File: src/hw/rtl/bgra_nv12_pkg.sv
// Shared types, fixed-point coefficients and rounding for the BGRA to NV12 converter.
`timescale 1ns / 1ps

package bgra_nv12_pkg;

   localparam int FW_W = 13;           // frame width register
   localparam int EW_W = FW_W + 1;     // effective width, holds up to 8192
   localparam int FW_RESET = 1920;

   localparam int SUM2_W = 9;          // sum of two channel values
   localparam int SUM4_W = 10;         // sum of four channel values
   localparam int LINE_W = 3 * SUM2_W;

   localparam int KY_W = 24;           // luma coefficient, unsigned Q.24
   localparam int KC_W = 21;           // chroma coefficient magnitude, Q.24
   localparam int LPROD_W = KY_W + 8;
   localparam int CPROD_W = KC_W + SUM4_W;
   localparam int ACC_W = 36;
   localparam int FRAC_W = 24;

   localparam longint unsigned Q_ONE = 64'd1 << FRAC_W;
   localparam longint unsigned Y_DEN = 64'd2550000;
   localparam longint unsigned C_DEN = 64'd1020000000;

   localparam logic [KY_W-1:0] KY_R = KY_W'((64'd219 * 64'd2126 * Q_ONE + Y_DEN / 2) / Y_DEN);
   localparam logic [KY_W-1:0] KY_G = KY_W'((64'd219 * 64'd7152 * Q_ONE + Y_DEN / 2) / Y_DEN);
   localparam logic [KY_W-1:0] KY_B = KY_W'((64'd219 * 64'd722 * Q_ONE + Y_DEN / 2) / Y_DEN);

   // Magnitudes; signs are applied when the products are combined.
   localparam logic [KC_W-1:0] KC_HALF =
      KC_W'((64'd224 * 64'd500000 * Q_ONE + C_DEN / 2) / C_DEN);
   localparam logic [KC_W-1:0] KCB_R =
      KC_W'((64'd224 * 64'd114572 * Q_ONE + C_DEN / 2) / C_DEN);
   localparam logic [KC_W-1:0] KCB_G =
      KC_W'((64'd224 * 64'd385428 * Q_ONE + C_DEN / 2) / C_DEN);
   localparam logic [KC_W-1:0] KCR_G =
      KC_W'((64'd224 * 64'd454153 * Q_ONE + C_DEN / 2) / C_DEN);
   localparam logic [KC_W-1:0] KCR_B =
      KC_W'((64'd224 * 64'd45847 * Q_ONE + C_DEN / 2) / C_DEN);

   localparam logic [ACC_W-1:0] Y_OFFSET = ACC_W'(64'd16 << FRAC_W);
   localparam logic [ACC_W-1:0] C_OFFSET = ACC_W'(64'd128 << FRAC_W);
   localparam logic [ACC_W-1:0] Q_HALF = ACC_W'(64'd1 << (FRAC_W - 1));

   localparam logic [7:0] Y_LO = 8'd16;
   localparam logic [7:0] Y_HI = 8'd235;
   localparam logic [7:0] C_LO = 8'd16;
   localparam logic [7:0] C_HI = 8'd240;
   localparam logic [7:0] C_NEUTRAL = 8'd128;

   typedef struct packed {
      logic [7:0] blue;
      logic [7:0] green;
      logic [7:0] red;
      logic       frame_start;
   } req_type;

   typedef struct packed {
      logic [7:0] luma;
      logic       chroma_valid;
      logic [7:0] chroma_blue;
      logic [7:0] chroma_red;
   } rsp_type;

   // Front end to arithmetic: pixel plus 2x2 channel totals.
   typedef struct packed {
      logic              valid;
      logic              chroma;
      logic [7:0]        blue;
      logic [7:0]        green;
      logic [7:0]        red;
      logic [SUM4_W-1:0] sum_b;
      logic [SUM4_W-1:0] sum_g;
      logic [SUM4_W-1:0] sum_r;
   } pix_sum_type;

   // Round half away from zero (value is never negative past the clamp) and clamp.
   function automatic logic [7:0] round_clamp(input logic signed [ACC_W-1:0] total,
                                              input logic [7:0] lo,
                                              input logic [7:0] hi);
      logic [ACC_W-1:0]        biased;
      logic [ACC_W-FRAC_W-1:0] q;
      logic [7:0]              res;
      biased = $unsigned(total) + Q_HALF;
      q = biased[ACC_W-1:FRAC_W];
      if (total[ACC_W-1]) begin
         res = lo;
      end else if (q < (ACC_W-FRAC_W)'(lo)) begin
         res = lo;
      end else if (q > (ACC_W-FRAC_W)'(hi)) begin
         res = hi;
      end else begin
         res = q[7:0];
      end
      return res;
   endfunction

endpackage

File: src/hw/rtl/bgra_nv12_math.sv
// Colour matrix products, offset, rounding and clamping, with the output register.
`timescale 1ns / 1ps

module bgra_nv12_math import bgra_nv12_pkg::*; (
   input  logic        clock,
   input  logic        reset,
   input  logic        advance,
   input  pix_sum_type pix,
   output logic        rsp_valid,
   output rsp_type     rsp_data
);

   logic               s2_valid_ff;
   logic               s2_chroma_ff;
   logic [LPROD_W-1:0] y_r_ff, y_g_ff, y_b_ff;
   logic [CPROD_W-1:0] cb_b_ff, cb_r_ff, cb_g_ff;
   logic [CPROD_W-1:0] cr_r_ff, cr_g_ff, cr_b_ff;

   logic               rsp_valid_ff;
   rsp_type            rsp_ff, rsp_in;

   logic signed [ACC_W-1:0] y_total, cb_total, cr_total;

   always_ff @(posedge clock) begin
      if (advance) begin
         s2_chroma_ff <= pix.chroma;
         y_r_ff  <= LPROD_W'(KY_R) * LPROD_W'(pix.red);
         y_g_ff  <= LPROD_W'(KY_G) * LPROD_W'(pix.green);
         y_b_ff  <= LPROD_W'(KY_B) * LPROD_W'(pix.blue);
         cb_b_ff <= CPROD_W'(KC_HALF) * CPROD_W'(pix.sum_b);
         cb_r_ff <= CPROD_W'(KCB_R) * CPROD_W'(pix.sum_r);
         cb_g_ff <= CPROD_W'(KCB_G) * CPROD_W'(pix.sum_g);
         cr_r_ff <= CPROD_W'(KC_HALF) * CPROD_W'(pix.sum_r);
         cr_g_ff <= CPROD_W'(KCR_G) * CPROD_W'(pix.sum_g);
         cr_b_ff <= CPROD_W'(KCR_B) * CPROD_W'(pix.sum_b);
      end
   end

   always_comb begin
      y_total  = $signed(Y_OFFSET + ACC_W'(y_r_ff) + ACC_W'(y_g_ff) + ACC_W'(y_b_ff));
      cb_total = $signed(C_OFFSET + ACC_W'(cb_b_ff) - ACC_W'(cb_r_ff) - ACC_W'(cb_g_ff));
      cr_total = $signed(C_OFFSET + ACC_W'(cr_r_ff) - ACC_W'(cr_g_ff) - ACC_W'(cr_b_ff));

      rsp_in.luma         = round_clamp(y_total, Y_LO, Y_HI);
      rsp_in.chroma_valid = s2_chroma_ff;
      rsp_in.chroma_blue  = s2_chroma_ff ? round_clamp(cb_total, C_LO, C_HI) : C_NEUTRAL;
      rsp_in.chroma_red   = s2_chroma_ff ? round_clamp(cr_total, C_LO, C_HI) : C_NEUTRAL;
   end

   always_ff @(posedge clock) begin
      if (reset) begin
         s2_valid_ff  <= 1'b0;
         rsp_valid_ff <= 1'b0;
      end else if (advance) begin
         s2_valid_ff  <= pix.valid;
         rsp_valid_ff <= s2_valid_ff;
      end
   end

   always_ff @(posedge clock) begin
      if (advance) begin
         rsp_ff <= rsp_in;
      end
   end

   assign rsp_valid = rsp_valid_ff;
   assign rsp_data  = rsp_ff;

endmodule

File: config.mk
export PLATFORM = sky130hd
export DESIGN_NAME = bgra_nv12_math
export DESIGN_NICKNAME = d
export VERILOG_FILES = /design/src/hw/rtl/bgra_nv12_pkg.sv /design/src/hw/rtl/bgra_nv12_math.sv
export SDC_FILE = /design/constraint.sdc
export NUM_CORES = 2
export LEC_CHECK = 0
export BUFFER_PORTS_ARGS = -buffer_cell sky130_fd_sc_hd__buf_2
export CAP_MARGIN = 20
export CORE_ASPECT_RATIO = 0.9
export CORE_MARGIN = 2
export CORE_UTILIZATION = 30
export CTS_BUF_LIST = sky130_fd_sc_hd__clkbuf_8
export DETAILED_ROUTE_END_ITERATION = 8
export SLEW_MARGIN = 30
export SYNTH_ARGS = -nofsm -noshare
export SYNTH_HDL_FRONTEND = slang
export SYNTH_SLANG_ARGS = --single-unit
export TNS_END_PERCENT = 1
File: constraint.sdc
create_clock -name clock -period 15.7 [get_ports clock]
set_input_delay 3.925 -clock clock [delete_from_list [all_inputs] [get_ports clock]]
set_output_delay 3.925 -clock clock [all_outputs]
set_load 0.02 [all_outputs]
== Word level (Yosys, flattened, before mapping) ==
Index checks and enable logic that the tools add are counted.

* Word-level logic and storage cells: 62
* Input bits: 59
* Register bits: 292
* Output and inout port bits: 26

* Multiplexer cells: 7
* Reduce and logical (&&, ||, !) cells: 6
* Bitwise operators: 1
* $mul: 9
* Magnitude comparators: 6
* $add $sub $neg: 12

{| class="wikitable"
|+ Operators by type and width
! operator !! count
|-
| $add A35 B25 Y36 const B || 2
|-
| $add A32 B31 Y33 const A || 2
|-
| $mul A19 B10 Y29 const A || 2
|-
| $mul A18 B10 Y28 const A || 2
|-
| $mux W8 || 7
|-
| $add A34 B24 Y35 const B || 1
|-
| $sub A34 B29 Y35 || 1
|-
| $sub A34 B32 Y35 || 1
|-
| $add A33 B28 Y34 || 1
|-
| $sub A33 B29 Y34 || 1
|-
| $sub A33 B31 Y34 || 1
|-
| $add A31 B32 Y33 || 1
|-
| $mul A24 B8 Y32 const A || 1
|-
| $add A29 B30 Y31 const A || 1
|-
| $mul A21 B10 Y31 const A || 1
|-
| $mul A20 B10 Y30 const A || 1
|-
| $mul A22 B8 Y30 const A || 1
|-
| $mul A19 B8 Y27 const A || 1
|-
| $gt A12 B8 Y1 const B || 2
|-
| $lt A12 B5 Y1 const B || 2
|-
| $gt A11 B8 Y1 const B || 1
|-
| $lt A11 B5 Y1 const B || 1
|-
| $reduce_or A3 Y1 || 3
|-
| $reduce_or A4 Y1 || 2
|-
| other kinds (2) || 2
|}

== Longest topological paths before layout ==
* Depth in word-level cells: 8
* Mapped depth: 33
* Depth with buffers taken out: 32

== Least setup slack after synthesis ==
No wires, ideal clock.

* Path type: in2reg
* Start: input pix[43] in the netlist's numbering
* End: register y_g_ff[30] (data pin)
* Setup time: 180 ps
* Arrival time: 8,876 ps
* Data required time: 15,520 ps
* Cell stages on the path: 18
* Buffers on the path: 0
* Setup slack: 6,644 ps
* Cell sequence: fa_1 > inv_1 > fa_1 > fa_1 > inv_1 > fa_1 > ha_1 > o21ai_0 > nand2_1 > and3_1 > o31a_1 > a221o_1 > a221o_1 > a41oi_1 > a211oi_1 > o21a_1 > o21a_1 > o311ai_1

* Longest elaborated chain between the ends: 1

{| class="wikitable"
|+ RTL lines
! what !! RTL line !! source
|-
| start: declaration || bgra_nv12_math.sv:8 || <nowiki>input pix_sum_type pix,</nowiki>
|-
| $mul A24 B8 Y32 || bgra_nv12_math.sv:28 || <nowiki>y_g_ff <= LPROD_W'(KY_G) * LPROD_W'(pix.green);</nowiki>
|-
| end signal: assignment || bgra_nv12_math.sv:28 ||
|-
| end: declaration || bgra_nv12_math.sv:15 || <nowiki>logic [LPROD_W-1:0] y_r_ff, y_g_ff, y_b_ff;</nowiki>
|}

No other way between the ends.
A chain may end at the register's enable or synchronous reset.

== Final worst setup path ==
Ends and elaborated chain as after synthesis.

==> impl_results.md <==
- DIE AREA: 135,000 sq um
- Register Area: 8480 sq um
- Busiest grt layer: met2
- RSZ-0062 raised after global routing: no
- Status: finished clean
- Global-route wire length before repair: 152,000 microns
- Final Setup Violations: 0
- Met2 usage: around 23%
- Syn nets: just over 5,000
- Fillers: 13,400
- Slew HR: 37.3%
- Yosys cell types: 94
- Initial antenna violation count: 12
- Seq/Total Area, Yosys: 21.4%
- F_max: 111 MHz
- Multi-input gate area: 28,200 sq um
- Average instance area after synthesis: 10.2 sq um
- Commonest non-fill, non-tap cell in the layout: ha_1
- Cts hold-fix bufs: 0
- Area Growth Syn to Fin: 9.38%
- Root Buffer: clkbuf_8
- GRT Residual Overflow: 0
- Crit end category: register
- Largest net degree at the start of global routing: 78
- Cell mode on critical path: fa_1
- Max-slew violations: 0
- Async SR Flop Fraction: 0%
- Routed vias/inst: around 4.7
- Post-route DRC violation count: 0
- Clock Skew: roughly 47 ps
- FP Rows: between 100 and 150
- CTS clk-pin slew, worst paths: 50 ps
- Layout cell share with drive strength beyond 1: ~5.3%
- HP Class: register to register
- Gates resized, CTS repair: 0
- CTS H-tree depth: 2
- Post-DP HPWL: 78,900 microns
- GP Congestion: 0.906
- Maxcap violations: 0
- Delay of the slowest critical-path stage: ~660 ps
- Setup TNS: 0 ps
- Worst Path Max Fanout: 7
- Final Cycle Share: 57.2%
- Die Width: 387 microns
- Met3 Use GR: 2.48%
- Starting DRT DRC Count: 1,226
- TritonRoute pass-1 iters: 7
- YS warnings: 0
- CP Launch Type: primary input
- Most frequent cells in the layout: ha_1 (781), inv_1 (735), fa_1 (384), edfxtp_1 (281), a21oi_1 (219)
- Synth Register Bits: around 280
- Worst skew pair latency: a little over 700 ps
- Final Critical Period: between 8000 and 9000 ps
- Post-route ant nets: 0
- Chip height: 348 microns
- Arrival time worst endpoint: 9510 ps
- Most common flop cell mapped by yosys: edfxtp_1
- CTS tree: built
- CP required: 16,230 ps
- Sink Count: 283
- Max Root-Sink Buffers: 3
- Initial core utilization: approximately 30%
- Core area: 131,000 sq um
- WS Path Type: primary input to register
- Number of CTS-inserted buffers: 57
- Post-CTS Setup Bufs: 0
- Slowest-stage cell, CP: fa_1
- Post-Syn Instances: 3,888
- All-Layer GR Usage: 14.1%
- Met1 Use GR: 19.5%
- Least-Margin Pin Slew: 940 ps
- I/O Buffers: 84
- Number of synthesized flops with an enable pin: 281
- I/O pin total: 85
- Via count: 27,400
- WL final: 93,300 microns
- Post-Synthesis Cell Area: 39,500 sq um
- Final nets: 5,235
- Cell Chain, Critical Path: buf_2 -> fa_1 -> inv_1 -> fa_1 -> fa_1 -> inv_1 -> fa_1 -> ha_1 -> o21ai_0 -> nand2_1 -> and3_1 -> o31a_1 -> a221o_1 -> a221o_1 -> a41oi_1 -> a211oi_1 -> o21a_1 -> o21a_1 -> o311ai_1
- Number of global-route vias before repair: around 28,000
- Drt wl/cell: 16.1 microns
- Final hold vios: 0
sequential cells by signal (all words and copies together) (netlist names):
| name | cells |
|---|---|
| s2_chroma_ff | 1 |
| y_b_ff | 27 |
| y_r_ff | 30 |
| cr_b_ff | 28 |
| s2_valid_ff | 1 |
| cb_b_ff | 25 |
| y_g_ff | 32 |
| cr_r_ff | 29 |
| cb_g_ff | 26 |
| cr_g_ff | 31 |
| rsp_valid | 1 |
| cb_r_ff | 27 |
| rsp_data | 25 |
through the flow:
step / worst slack, ps / hold slack [ps] / instance area (sq um) / cells / utilization (%)
CTS: 6810 / 504 / 43200 / 5786 / 33.0
global route: 6470 / 535 / 43200 / 5787 / 33.0
detailed placement: 6030 / 489 / 42000 / 5680 / 32.1
floorplan: 6640 / 460 / 39500 / 3888 / -
finish: 6730 / 501 / 43200 / 5790 / 33.0
global placement: 6090 / 470 / 42000 / 5680 / 32.1
cell families (layout without fill, tap and decap cells):
| logic type | Yosys count | in the layout | share of synthesized area [%] |
|---|---|---|---|
| AO/OA/AOI/OAI | 744 | 744 | 12.4 |
| multiplexers | 9 | 9 | 0.244 |
| XOR/XNOR | 285 | 285 | 6.42 |
| AND/OR/NAND/NOR | 655 | 655 | 8.15 |
| flip-flops | 283 | 283 | 21.4 |
| buffers and inverters | 747 | 917 | 7.17 |
| adder cells (fa/ha/maj) | 1165 | 1165 | 44.2 |
| other | 0 | 4 | 0 |
cell type report:
class | count | share of cell area (%)
Sequential cell | 283 | 19.6
Tap cell | 1728 | 5.00
Multi-Input combinational cell | 2858 | 65.3
Timing Repair Buffer | 88 | 1.07
Clock buffer | 58 | 1.85
Antenna cell | 4 | 0.0232
Clock inverter | 48 | 0.912
Inverter | 723 | 6.28
routing by layer:
metal	wire length, microns	vias to the layer above	part of all wire (%)
met2	41900	452	45
met3	4600	123	4.9
li1	-	13600	-
met5	59	-	0.063
met1	44700	13200	48
met4	2120	10	2.3
cell usage after synthesis, drive strengths merged, types with 28 or more instances:
library cell	number	area [sq um]
ha	781	9770
inv	723	2710
fa	384	7690
edfxtp	281	8440
a21oi	219	1100
xnor2	195	1720
nor2	186	701
o21ai	146	731
nand2	141	529
a21o	101	759
xor2	89	798
nand3	58	290
nor3	56	280
o21a	45	338
nor2b	41	257
nand2b	36	225
o21bai	36	270
a211oi	28	220
final timing paths:
path	slack, ps	end	startpoint	cells after the start
setup / recovery	6730	y_g_ff[30]$_DFFE_PP_	pix[43]	19
setup reg to reg	8440	rsp_data[0]$_SDFFCE_PP0P_	cr_g_ff[2]$_DFFE_PP_	32
hold / removal	500	rsp_valid$_SDFFE_PP0P_	rsp_valid$_SDFFE_PP0P_	2
hold reg to reg	500	rsp_valid$_SDFFE_PP0P_	rsp_valid$_SDFFE_PP0P_	2
worst max-delay path: cells and delay by family:
kind / cells / cell delay [ps]
and+or+nand+nor: 2 / 270
adders and majority gates: 5 / 2570
AOI/OAI and AO/OA: 9 / 2370
buffers and inverters: 3 / 370
Power is not shown: default switching activity piles up to over one toggle a cycle in this logic, so the estimate is an artifact.
